`config.mk`:
```
export PLATFORM = sky130hd
export DESIGN_NAME = lowest_free_gate_allocator
export DESIGN_NICKNAME = d
export VERILOG_FILES = /design/src/rtl/core/lfga_pkg.sv /design/src/rtl/core/lfga_datapath.sv /design/src/rtl/core/lfga_ctrl.sv /design/src/rtl/core/lowest_free_gate_allocator.sv
export SDC_FILE = /design/constraint.sdc
export NUM_CORES = 2
export LEC_CHECK = 0
export ABC_AREA = 1
export BUFFER_PORTS_ARGS = -buffer_cell sky130_fd_sc_hd__buf_4
export CORE_ASPECT_RATIO = 0.8
export CORE_MARGIN = 1.5
export CORE_UTILIZATION = 30
export CTS_BUF_LIST = sky130_fd_sc_hd__clkbuf_8
export DETAILED_ROUTE_END_ITERATION = 12
export PLACE_DENSITY = 0.55
export RECOVER_POWER = 25
export SLEW_MARGIN = 20
export SYNTH_ARGS = -nofsm -noshare
export SYNTH_HDL_FRONTEND = slang
export SYNTH_HIERARCHICAL = 1
export SYNTH_SLANG_ARGS = --single-unit
export TNS_END_PERCENT = 20
```
`constraint.sdc`:
```
create_clock -name clk_i -period 3.3 [get_ports clk_i]
set_input_delay 0.99 -clock clk_i [delete_from_list [all_inputs] [get_ports clk_i]]
set_output_delay 0.99 -clock clk_i [all_outputs]
set_load 0.02 [all_outputs]
```
`src/rtl/core/lfga_pkg.sv`:
```
// ----------------------------------------------------------------------------
// lfga_pkg
// Shared widths, action codes and controller/datapath interface types for the
// lowest-free gate allocator.
// ----------------------------------------------------------------------------
`default_nettype none

package lfga_pkg;

  localparam int unsigned ActW   = 2;
  localparam int unsigned TimeW  = 32;
  localparam int unsigned GateW  = 5;
  localparam int unsigned CountW = 32;
  localparam int unsigned CfgW   = 5;

  localparam logic [CfgW-1:0] CfgReset = 5'd16;

  localparam logic KindAlloc  = 1'b0;
  localparam logic KindReport = 1'b1;

  typedef enum logic [ActW-1:0] {
    ACT_REQUEST = 2'd0,
    ACT_REPORT  = 2'd1,
    ACT_CLEAR   = 2'd2
  } action_e;

  // Commands from the controller to the datapath
  typedef struct packed {
    logic capture;    // latch the request operands
    logic clear;      // free all gates, zero all counts
    logic search;     // compare, encode, read count of the chosen gate
    logic cnt_rd;     // read count at the report pointer
    logic alloc_wr;   // write back allocation, load allocation result
    logic rpt_start;  // zero the report pointer and running sum
    logic rpt_out;    // add count to sum, load report result, advance pointer
  } lfga_cmd_t;

  // Status from the datapath to the controller
  typedef struct packed {
    logic idx_last;   // report pointer is on the last gate in use
  } lfga_sts_t;

endpackage

`default_nettype wire

```
`src/rtl/core/lfga_datapath.sv`:
```
// ----------------------------------------------------------------------------
// lfga_datapath
// Gate tables, free-gate search, count memory, running sum and result register.
// ----------------------------------------------------------------------------
`default_nettype none

module lfga_datapath #(
  parameter int unsigned GATES = 16
) (
  input  logic                              clk_i,
  input  logic                              rst_ni,
  input  lfga_pkg::lfga_cmd_t               cmd_i,
  output lfga_pkg::lfga_sts_t               sts_o,
  input  logic                              cfg_we_i,
  input  logic [lfga_pkg::CfgW-1:0]         cfg_wdata_i,
  input  logic [lfga_pkg::TimeW-1:0]        arrival_time_i,
  input  logic [lfga_pkg::TimeW-1:0]        departure_time_i,
  output logic                              kind_o,
  output logic [lfga_pkg::GateW-1:0]        gate_o,
  output logic [lfga_pkg::CountW-1:0]       prefix_count_o,
  output logic                              last_o
);

  localparam int unsigned IdxW = (GATES > 1) ? $clog2(GATES) : 1;

  function automatic logic [lfga_pkg::CountW-1:0] sat_add(
    input logic [lfga_pkg::CountW-1:0] a,
    input logic [lfga_pkg::CountW-1:0] b
  );
    logic [lfga_pkg::CountW:0] s;
    s = {1'b0, a} + {1'b0, b};
    return s[lfga_pkg::CountW] ? '1 : s[lfga_pkg::CountW-1:0];
  endfunction

  logic [lfga_pkg::CfgW-1:0]   cfg_q;
  logic [lfga_pkg::TimeW-1:0]  arr_q, dep_q;
  logic [lfga_pkg::TimeW-1:0]  busy_q [GATES];
  logic [lfga_pkg::CountW-1:0] cnt_mem [GATES];
  logic [GATES-1:0]            cnt_vld_q;
  logic [lfga_pkg::CountW-1:0] rd_q;
  logic                        rd_vld_q;
  logic                        hit_q;
  logic [IdxW-1:0]             idx_q;
  logic [IdxW-1:0]             ptr_q;
  logic [lfga_pkg::CountW-1:0] sum_q;

  logic                        out_kind_q;
  logic [lfga_pkg::GateW-1:0]  out_gate_q;
  logic [lfga_pkg::CountW-1:0] out_count_q;
  logic                        out_last_q;

  logic [IdxW-1:0]             last_idx;
  logic [GATES-1:0]            free;
  logic                        enc_hit;
  logic [IdxW-1:0]             enc_idx;
  logic [IdxW-1:0]             rd_addr;
  logic [lfga_pkg::CountW-1:0] rd_eff;
  logic [lfga_pkg::CountW-1:0] cnt_inc;
  logic [lfga_pkg::CountW-1:0] sum_nxt;
  logic                        ptr_last;

  // Highest gate index in use: zero counts as one, clamp to the table size
  always_comb begin
    if (cfg_q == '0) begin
      last_idx = '0;
    end else if (32'(cfg_q) > GATES) begin
      last_idx = IdxW'(GATES - 1);
    end else begin
      last_idx = IdxW'(32'(cfg_q) - 32'd1);
    end
  end

  // Free test on every gate in parallel, then pick the lowest
  always_comb begin
    for (int i = 0; i < GATES; i++) begin
      free[i] = (busy_q[i] <= arr_q) && (i <= int'(last_idx));
    end
    enc_hit = |free;
    enc_idx = '0;
    for (int i = GATES - 1; i >= 0; i--) begin
      if (free[i]) enc_idx = IdxW'(i);
    end
  end

  assign rd_addr  = cmd_i.search ? enc_idx : ptr_q;
  assign rd_eff   = rd_vld_q ? rd_q : '0;
  assign cnt_inc  = sat_add(rd_eff, lfga_pkg::CountW'(1));
  assign sum_nxt  = sat_add(sum_q, rd_eff);
  assign ptr_last = (ptr_q == last_idx);

  assign sts_o.idx_last = ptr_last;

  // Count memory
  always_ff @(posedge clk_i) begin
    if (cmd_i.alloc_wr && hit_q) cnt_mem[idx_q] <= cnt_inc;
    if (cmd_i.search || cmd_i.cnt_rd) rd_q <= cnt_mem[rd_addr];
  end

  always_ff @(posedge clk_i or negedge rst_ni) begin
    if (!rst_ni) begin
      cfg_q     <= lfga_pkg::CfgReset;
      cnt_vld_q <= '0;
      rd_vld_q  <= 1'b0;
      hit_q     <= 1'b0;
      idx_q     <= '0;
      ptr_q     <= '0;
      sum_q     <= '0;
      for (int i = 0; i < GATES; i++) busy_q[i] <= '0;
    end else begin
      if (cfg_we_i) cfg_q <= cfg_wdata_i;
      if (cmd_i.clear) begin
        cnt_vld_q <= '0;
        for (int i = 0; i < GATES; i++) busy_q[i] <= '0;
      end
      if (cmd_i.search) begin
        hit_q <= enc_hit;
        idx_q <= enc_idx;
      end
      if (cmd_i.search || cmd_i.cnt_rd) rd_vld_q <= cnt_vld_q[rd_addr];
      if (cmd_i.alloc_wr && hit_q) begin
        busy_q[idx_q]    <= dep_q;
        cnt_vld_q[idx_q] <= 1'b1;
      end
      if (cmd_i.rpt_start) begin
        ptr_q <= '0;
        sum_q <= '0;
      end else if (cmd_i.rpt_out) begin
        ptr_q <= ptr_q + IdxW'(1);
        sum_q <= sum_nxt;
      end
    end
  end

  // Operands and result register
  always_ff @(posedge clk_i) begin
    if (cmd_i.capture) begin
      arr_q <= arrival_time_i;
      dep_q <= departure_time_i;
    end
    if (cmd_i.alloc_wr) begin
      out_kind_q  <= lfga_pkg::KindAlloc;
      out_gate_q  <= hit_q ? lfga_pkg::GateW'(32'(idx_q) + 32'd1) : '0;
      out_count_q <= '0;
      out_last_q  <= 1'b1;
    end else if (cmd_i.rpt_out) begin
      out_kind_q  <= lfga_pkg::KindReport;
      out_gate_q  <= lfga_pkg::GateW'(32'(ptr_q) + 32'd1);
      out_count_q <= sum_nxt;
      out_last_q  <= ptr_last;
    end
  end

  assign kind_o         = out_kind_q;
  assign gate_o         = out_gate_q;
  assign prefix_count_o = out_count_q;
  assign last_o         = out_last_q;

  a_clear_empties: assert property (@(posedge clk_i) disable iff (!rst_ni)
    cmd_i.clear |=> cnt_vld_q == '0)
    else $error("count table not emptied by clear");

  a_alloc_marks: assert property (@(posedge clk_i) disable iff (!rst_ni)
    cmd_i.alloc_wr && hit_q |=> cnt_vld_q[idx_q])
    else $error("allocated gate count not marked written");

  a_report_last: assert property (@(posedge clk_i) disable iff (!rst_ni)
    cmd_i.rpt_out && ptr_last |=> out_last_q && (out_kind_q == lfga_pkg::KindReport))
    else $error("last report entry not flagged");

endmodule

`default_nettype wire

```
`src/rtl/core/lfga_ctrl.sv`:
```
// ----------------------------------------------------------------------------
// lfga_ctrl
// Sequencer for request, report and clear actions; owns the result valid flag.
// ----------------------------------------------------------------------------
`default_nettype none

module lfga_ctrl (
  input  logic                        clk_i,
  input  logic                        rst_ni,
  input  logic                        in_valid_i,
  output logic                        in_ready_o,
  input  logic [lfga_pkg::ActW-1:0]   action_i,
  output logic                        out_valid_o,
  input  logic                        out_ready_i,
  output lfga_pkg::lfga_cmd_t         cmd_o,
  input  lfga_pkg::lfga_sts_t         sts_i
);

  typedef enum logic [2:0] {
    S_IDLE,
    S_SEARCH,
    S_ALLOC,
    S_RPT_RD,
    S_RPT_OUT
  } state_e;

  state_e state_q;
  logic   out_valid_q;
  logic   in_acc;
  logic   slot_free;
  logic   out_load;

  assign in_ready_o  = (state_q == S_IDLE);
  assign in_acc      = in_valid_i && in_ready_o;
  assign slot_free   = !out_valid_q || out_ready_i;
  assign out_load    = cmd_o.alloc_wr || cmd_o.rpt_out;
  assign out_valid_o = out_valid_q;

  always_comb begin
    cmd_o = '0;
    unique case (state_q)
      S_IDLE: begin
        cmd_o.capture   = in_acc;
        cmd_o.clear     = in_acc && (action_i == lfga_pkg::ACT_CLEAR);
        cmd_o.rpt_start = in_acc && (action_i == lfga_pkg::ACT_REPORT);
      end
      S_SEARCH:  cmd_o.search   = 1'b1;
      S_ALLOC:   cmd_o.alloc_wr = slot_free;
      S_RPT_RD:  cmd_o.cnt_rd   = 1'b1;
      S_RPT_OUT: cmd_o.rpt_out  = slot_free;
      default:   cmd_o = '0;
    endcase
  end

  always_ff @(posedge clk_i or negedge rst_ni) begin
    if (!rst_ni) begin
      state_q     <= S_IDLE;
      out_valid_q <= 1'b0;
    end else begin
      if (out_load) begin
        out_valid_q <= 1'b1;
      end else if (out_ready_i) begin
        out_valid_q <= 1'b0;
      end
      unique case (state_q)
        S_IDLE: begin
          if (in_acc) begin
            unique case (action_i)
              lfga_pkg::ACT_REQUEST: state_q <= S_SEARCH;
              lfga_pkg::ACT_REPORT:  state_q <= S_RPT_RD;
              default:               state_q <= S_IDLE;
            endcase
          end
        end
        S_SEARCH: state_q <= S_ALLOC;
        S_ALLOC: begin
          if (slot_free) state_q <= S_IDLE;
        end
        S_RPT_RD: state_q <= S_RPT_OUT;
        S_RPT_OUT: begin
          if (slot_free) state_q <= sts_i.idx_last ? S_IDLE : S_RPT_RD;
        end
        default: state_q <= S_IDLE;
      endcase
    end
  end

  a_load_slot_free: assert property (@(posedge clk_i) disable iff (!rst_ni)
    out_load |-> slot_free)
    else $error("result loaded over an untaken result");

  a_request_search: assert property (@(posedge clk_i) disable iff (!rst_ni)
    in_acc && (action_i == lfga_pkg::ACT_REQUEST) |=> state_q == S_SEARCH)
    else $error("accepted request did not start a search");

  a_valid_from_load: assert property (@(posedge clk_i) disable iff (!rst_ni)
    $rose(out_valid_q) |-> $past(out_load))
    else $error("result valid raised without a load");

endmodule

`default_nettype wire

```
`src/rtl/core/lowest_free_gate_allocator.sv`:
```
// ----------------------------------------------------------------------------
// lowest_free_gate_allocator
// Assigns each request to the lowest-numbered free gate and reports running
// per-gate allocation totals.
// ----------------------------------------------------------------------------
// Request: result registered in the write-back state, after the search;
//   next request accepted once the sequencer has passed its capture,
//   search and write-back states; write-back waits for a free result slot.
// Report: count read, then sum, for each of the N in-use gates.
// Clear: done at acceptance, next item taken the following cycle.
// Reset: all gates free, all counts zero, gates_in_use = 16.
`default_nettype none

module lowest_free_gate_allocator #(
  parameter int unsigned GATES = 16
) (
  input  logic                          clk_i,
  input  logic                          rst_ni,
  input  logic                          in_valid_i,
  output logic                          in_ready_o,
  input  logic [lfga_pkg::ActW-1:0]     action_i,
  input  logic [lfga_pkg::TimeW-1:0]    arrival_time_i,
  input  logic [lfga_pkg::TimeW-1:0]    departure_time_i,
  output logic                          out_valid_o,
  input  logic                          out_ready_i,
  output logic                          kind_o,
  output logic [lfga_pkg::GateW-1:0]    gate_o,
  output logic [lfga_pkg::CountW-1:0]   prefix_count_o,
  output logic                          last_o,
  input  logic                          cfg_we_i,
  input  logic [lfga_pkg::CfgW-1:0]     cfg_wdata_i
);

  lfga_pkg::lfga_cmd_t cmd;
  lfga_pkg::lfga_sts_t sts;

  lfga_ctrl u_ctrl (
    .clk_i       (clk_i),
    .rst_ni      (rst_ni),
    .in_valid_i  (in_valid_i),
    .in_ready_o  (in_ready_o),
    .action_i    (action_i),
    .out_valid_o (out_valid_o),
    .out_ready_i (out_ready_i),
    .cmd_o       (cmd),
    .sts_i       (sts)
  );

  lfga_datapath #(
    .GATES (GATES)
  ) u_datapath (
    .clk_i            (clk_i),
    .rst_ni           (rst_ni),
    .cmd_i            (cmd),
    .sts_o            (sts),
    .cfg_we_i         (cfg_we_i),
    .cfg_wdata_i      (cfg_wdata_i),
    .arrival_time_i   (arrival_time_i),
    .departure_time_i (departure_time_i),
    .kind_o           (kind_o),
    .gate_o           (gate_o),
    .prefix_count_o   (prefix_count_o),
    .last_o           (last_o)
  );

endmodule

`default_nettype wire

```
==> impl_metrics.py <==
metrics = {
    "synthesis": {
        "synth.most_common_cell": "o21ai_0",
        "yosysSeqAreaShare": 0.551,
        "yosysTopAreaCell": "edfxtp_1",
        "avgSynthCellArea_um2": 10.1,
        "ys_top_cells_by_area": "edfxtp_1 30%, dfrtp_1 24%, ha_1 11%",
        "synth_commonest_cells": "833 x o21ai_0, 683 x nand3_1, 659 x nand2_1",
        "ys_warn_count": 6,
        "ys_types": 64,
        "synth_edf_count": 613,
        "synth_nets": 6655,
        "syn_area_um2": 61000,
        "synth_top_area_share": 0.302,
        "synth_seq_cells": 1226,
        "ys_async_sr_fraction": 0.472,
        "ys.flop_type": "edfxtp_1",
        "synth_cells": 6027,
    },
    "route": {
        "ant_nets": 0,
        "drt_iter0_drc": 4409,
        "routed-via-count": 49100,
        "first_pass_iters": 6,
        "vias_per_cell": 5.16,
        "drc": 0,
        "drt-total-wl_mm": 197,
        "wl_per_cell_um": 20.7,
    },
    "sta": {
        "worst_pin_slew_ns": 1.48,
        "period_needed_ns": 4.11,
        "slew_viol_final": 0,
        "rsz0062_at_grt": "yes",
        "setup_viol": 98,
        "period_share": 1.24,
        "finalHoldViolCount": 0,
        "whs_ns": 0.201,
        "fin_skew_ns": 0.0758,
        "fmax_ghz": 0.244,
        "relSlewSlack": 0.0131,
        "fin_tns_setup_ns": -36.56,
        "setup_slack_ns": -0.806,
    },
    "die": {
        "die_h_um": 406,
        "rows": 147,
        "core_area_um2": 201000,
        "initial_core_util": 0.303,
        "dieArea_um2": 206000,
        "die_x_um": 507,
        "io_pins": 117,
    },
    "global_route": {
        "antenna_found_initial": 12,
        "grt_use_total": 0.185,
        "grt_max_degree": 109,
        "grt_pass1_wl_mm": 292,
        "grt_pass1_vias": 47400,
        "overflow": 0,
    },
    "clock_tree": {
        "htree_levels": 4,
        "path_clk_slew_ns": 0.06,
        "cts_buffers": 205,
        "cts_buffer_depth": 3,
        "clkSinkCount": 1226,
        "cts-root-buf": "clkbuf_8",
        "clk_latency_ns": 0.99,
        "tritoncts": "yes",
    },
    "cells_and_area": {
        "final_area_um2": 76500,
        "final_util": 0.380,
        "stdcell_count": 9533,
        "layout.nets": 7305,
        "syn_to_final_growth_pct": 25.5,
        "final_layout_size_suffix_gt1_frac": 0.208,
    },
    "power": {
        "p_switching_mw": 21.3,
        "p_leak_nw": 33.5,
        "power.share.sequential": 0.354,
        "power.internal_mw": 34.8,
        "combPwrFrac": 0.404,
        "clkPwrFrac": 0.241,
        "sw_frac_of_total": 0.379,
        "p_per_area_nw_per_um2": 733,
        "power_mw": 56.1,
        "ir_drop_mv": 0.503,
    },
    "critical_path": {
        "crit_type": "reg -> reg",
        "worstPathRequired_ns": 4.13,
        "startpoint_type": "flip-flop",
        "reg2reg_from": "u_datapath/arr_q[2]",
        "crit_arrival_ns": 4.93,
        "cp_max_fo": 8,
        "r2r_setup_slack_ns": -0.81,
        "r2r_end": "u_datapath/rd_q[3]",
        "cp-end-kind": "flip-flop",
        "r2r_cells": 25,
        "crit_start": "u_datapath/arr_q[2]",
        "critPathCapture": "u_datapath/rd_q[3]",
    },
    "place": {
        "routabilityCongestion": 0.857,
        "dp_slack_ns": -1.08,
        "place_inst": 9048,
        "portBuffers": 116,
        "hpwl_mm": 123,
        "postPlaceCellArea_um2": 69200,
    },
    "run": {
        "maxCapViolations": 0,
    },
    "outcome": {
        "outcome": "finished, violations left",
        "violations": "setup timing",
    },
    "min_path": {
        "min_path_type": "in -> reg",
    },
}
per-layer routing:
| layer | global-route usage | wire, µm | vias up |
|---|---|---|---|
| met5 | 0 | 79 | - |
| met4 | 0.0605 | 5310 | 6 |
| met3 | 0.0375 | 14500 | 308 |
| met2 | 0.272 | 83900 | 1692 |
| met1 | 0.270 | 93100 | 24200 |
| li1 | - | - | 23000 |
state kept, by name, summed over array words and instances (netlist names), 3 cells and up:
register                   count
u_datapath/gate_o              5
u_datapath/prefix_count_o     32
u_datapath/rd_q               32
u_datapath/busy_q            512
u_datapath/sum_q              32
u_datapath/dep_q              32
u_datapath/arr_q              32
u_datapath/cnt_mem           512
u_datapath/idx_q               4
u_datapath/cfg_q               5
u_ctrl/state_q                 3
u_datapath/ptr_q               4
u_datapath/cnt_vld_q          16
logic make-up after synthesis:
kind of cell / share of synthesized area
and+or+nand+nor: 0.122
buffers and inverters: 0.0552
AOI/OAI and AO/OA: 0.155
DFF: 0.551
xor gates and xnor gates: 0.00431
muxes: 0.000164
adders and majority gates: 0.113
repair_timing:
item | CTS | global route
resized for setup | 246 | 306
endpoints found under the setup margin | 278 | 294
endpoints found under the hold margin | 28 | 0
hold buffers | 1 | 0
gates cloned | 24 | 24
buffers inserted | 36 | 26
pin swaps | 45 | 66
critical path, stage by stage (launching register included):
cell and delay [ns]:
edfxtp_1 0.37, clkinvlp_4 0.25, buf_4 0.22, ha_1 0.27, nand2_1 0.07, inv_1 0.06, a221oi_2 0.26, buf_4 0.16
o221ai_1 0.10, nand2_1 0.08, o211ai_1 0.13, nand2_1 0.10, nand2_1 0.09, nand2_4 0.18, nand2_1 0.11, nand2_1 0.12
o21bai_1 0.14, nand2_2 0.11, o21ai_4 0.12, buf_12 0.21, buf_12 0.12, bufbuf_16 0.24, o21ai_0 0.07, o211ai_1 0.17
nand3_1 0.09, nand2_1 0.07
area by class of cell:
class	count	area [µm²]
fillers	19800	125000
inverters	470	1810
well taps	2682	3360
clock buffers	235	3230
clock inverters	140	808
multi-input cells	3986	25600
flip-flops and latches	1226	33600
diodes	6	15.0
repair buffers	788	8090
layout by cell type (no fill, tap or decap), types with 33 or more instances in the layout:
master	n
clkinv_1	41
buf_12	95
o21ai_2	56
ha_1	525
o21ai_0	709
dfxtp_1	34
o21ai_1	171
clkbuf_4	60
a21oi_2	33
inv_1	467
nand2_2	70
nand3_1	671
clkbuf_8	235
edfxtp_1	613
o211ai_1	149
nor2_1	143
dfrtp_1	578
nand2_1	565
a21oi_1	525
buf_4	533
nand4_1	61
inv_2	50
power groups by stage:
stage / combinational [mW] / clock (mW) / sequential (mW)
global route: 24.7 / 14.6 / 20.0
CTS: 20.6 / 13.9 / 19.8
detailed placement: 18.5 / 0 / 20.1
global placement: 18.2 / 0 / 20.1
finish: 22.7 / 13.5 / 19.9
floorplan: 10.6 / 0 / 19.9
worst min-delay path by stage:
| stage | start | endpoint | slack (ns) | depth (start not counted) |
|---|---|---|---|---|
| floorplan | u_datapath/busy_q[0] | u_datapath/busy_q[0] | 0.48 | 2 |
| global placement | u_datapath/prefix_count_o[29] | u_datapath/prefix_count_o[29] | 0.45 | 2 |
| detailed placement | u_datapath/prefix_count_o[23] | u_datapath/prefix_count_o[23] | 0.45 | 2 |
| CTS | arrival_time_i[18] | u_datapath/arr_q[18] | 0.06 | 1 |
| global route | arrival_time_i[19] | u_datapath/arr_q[19] | 0.11 | 1 |
| finish | arrival_time_i[19] | u_datapath/arr_q[19] | 0.20 | 1 |
Note: power is estimated with default switching activity, not from simulation.
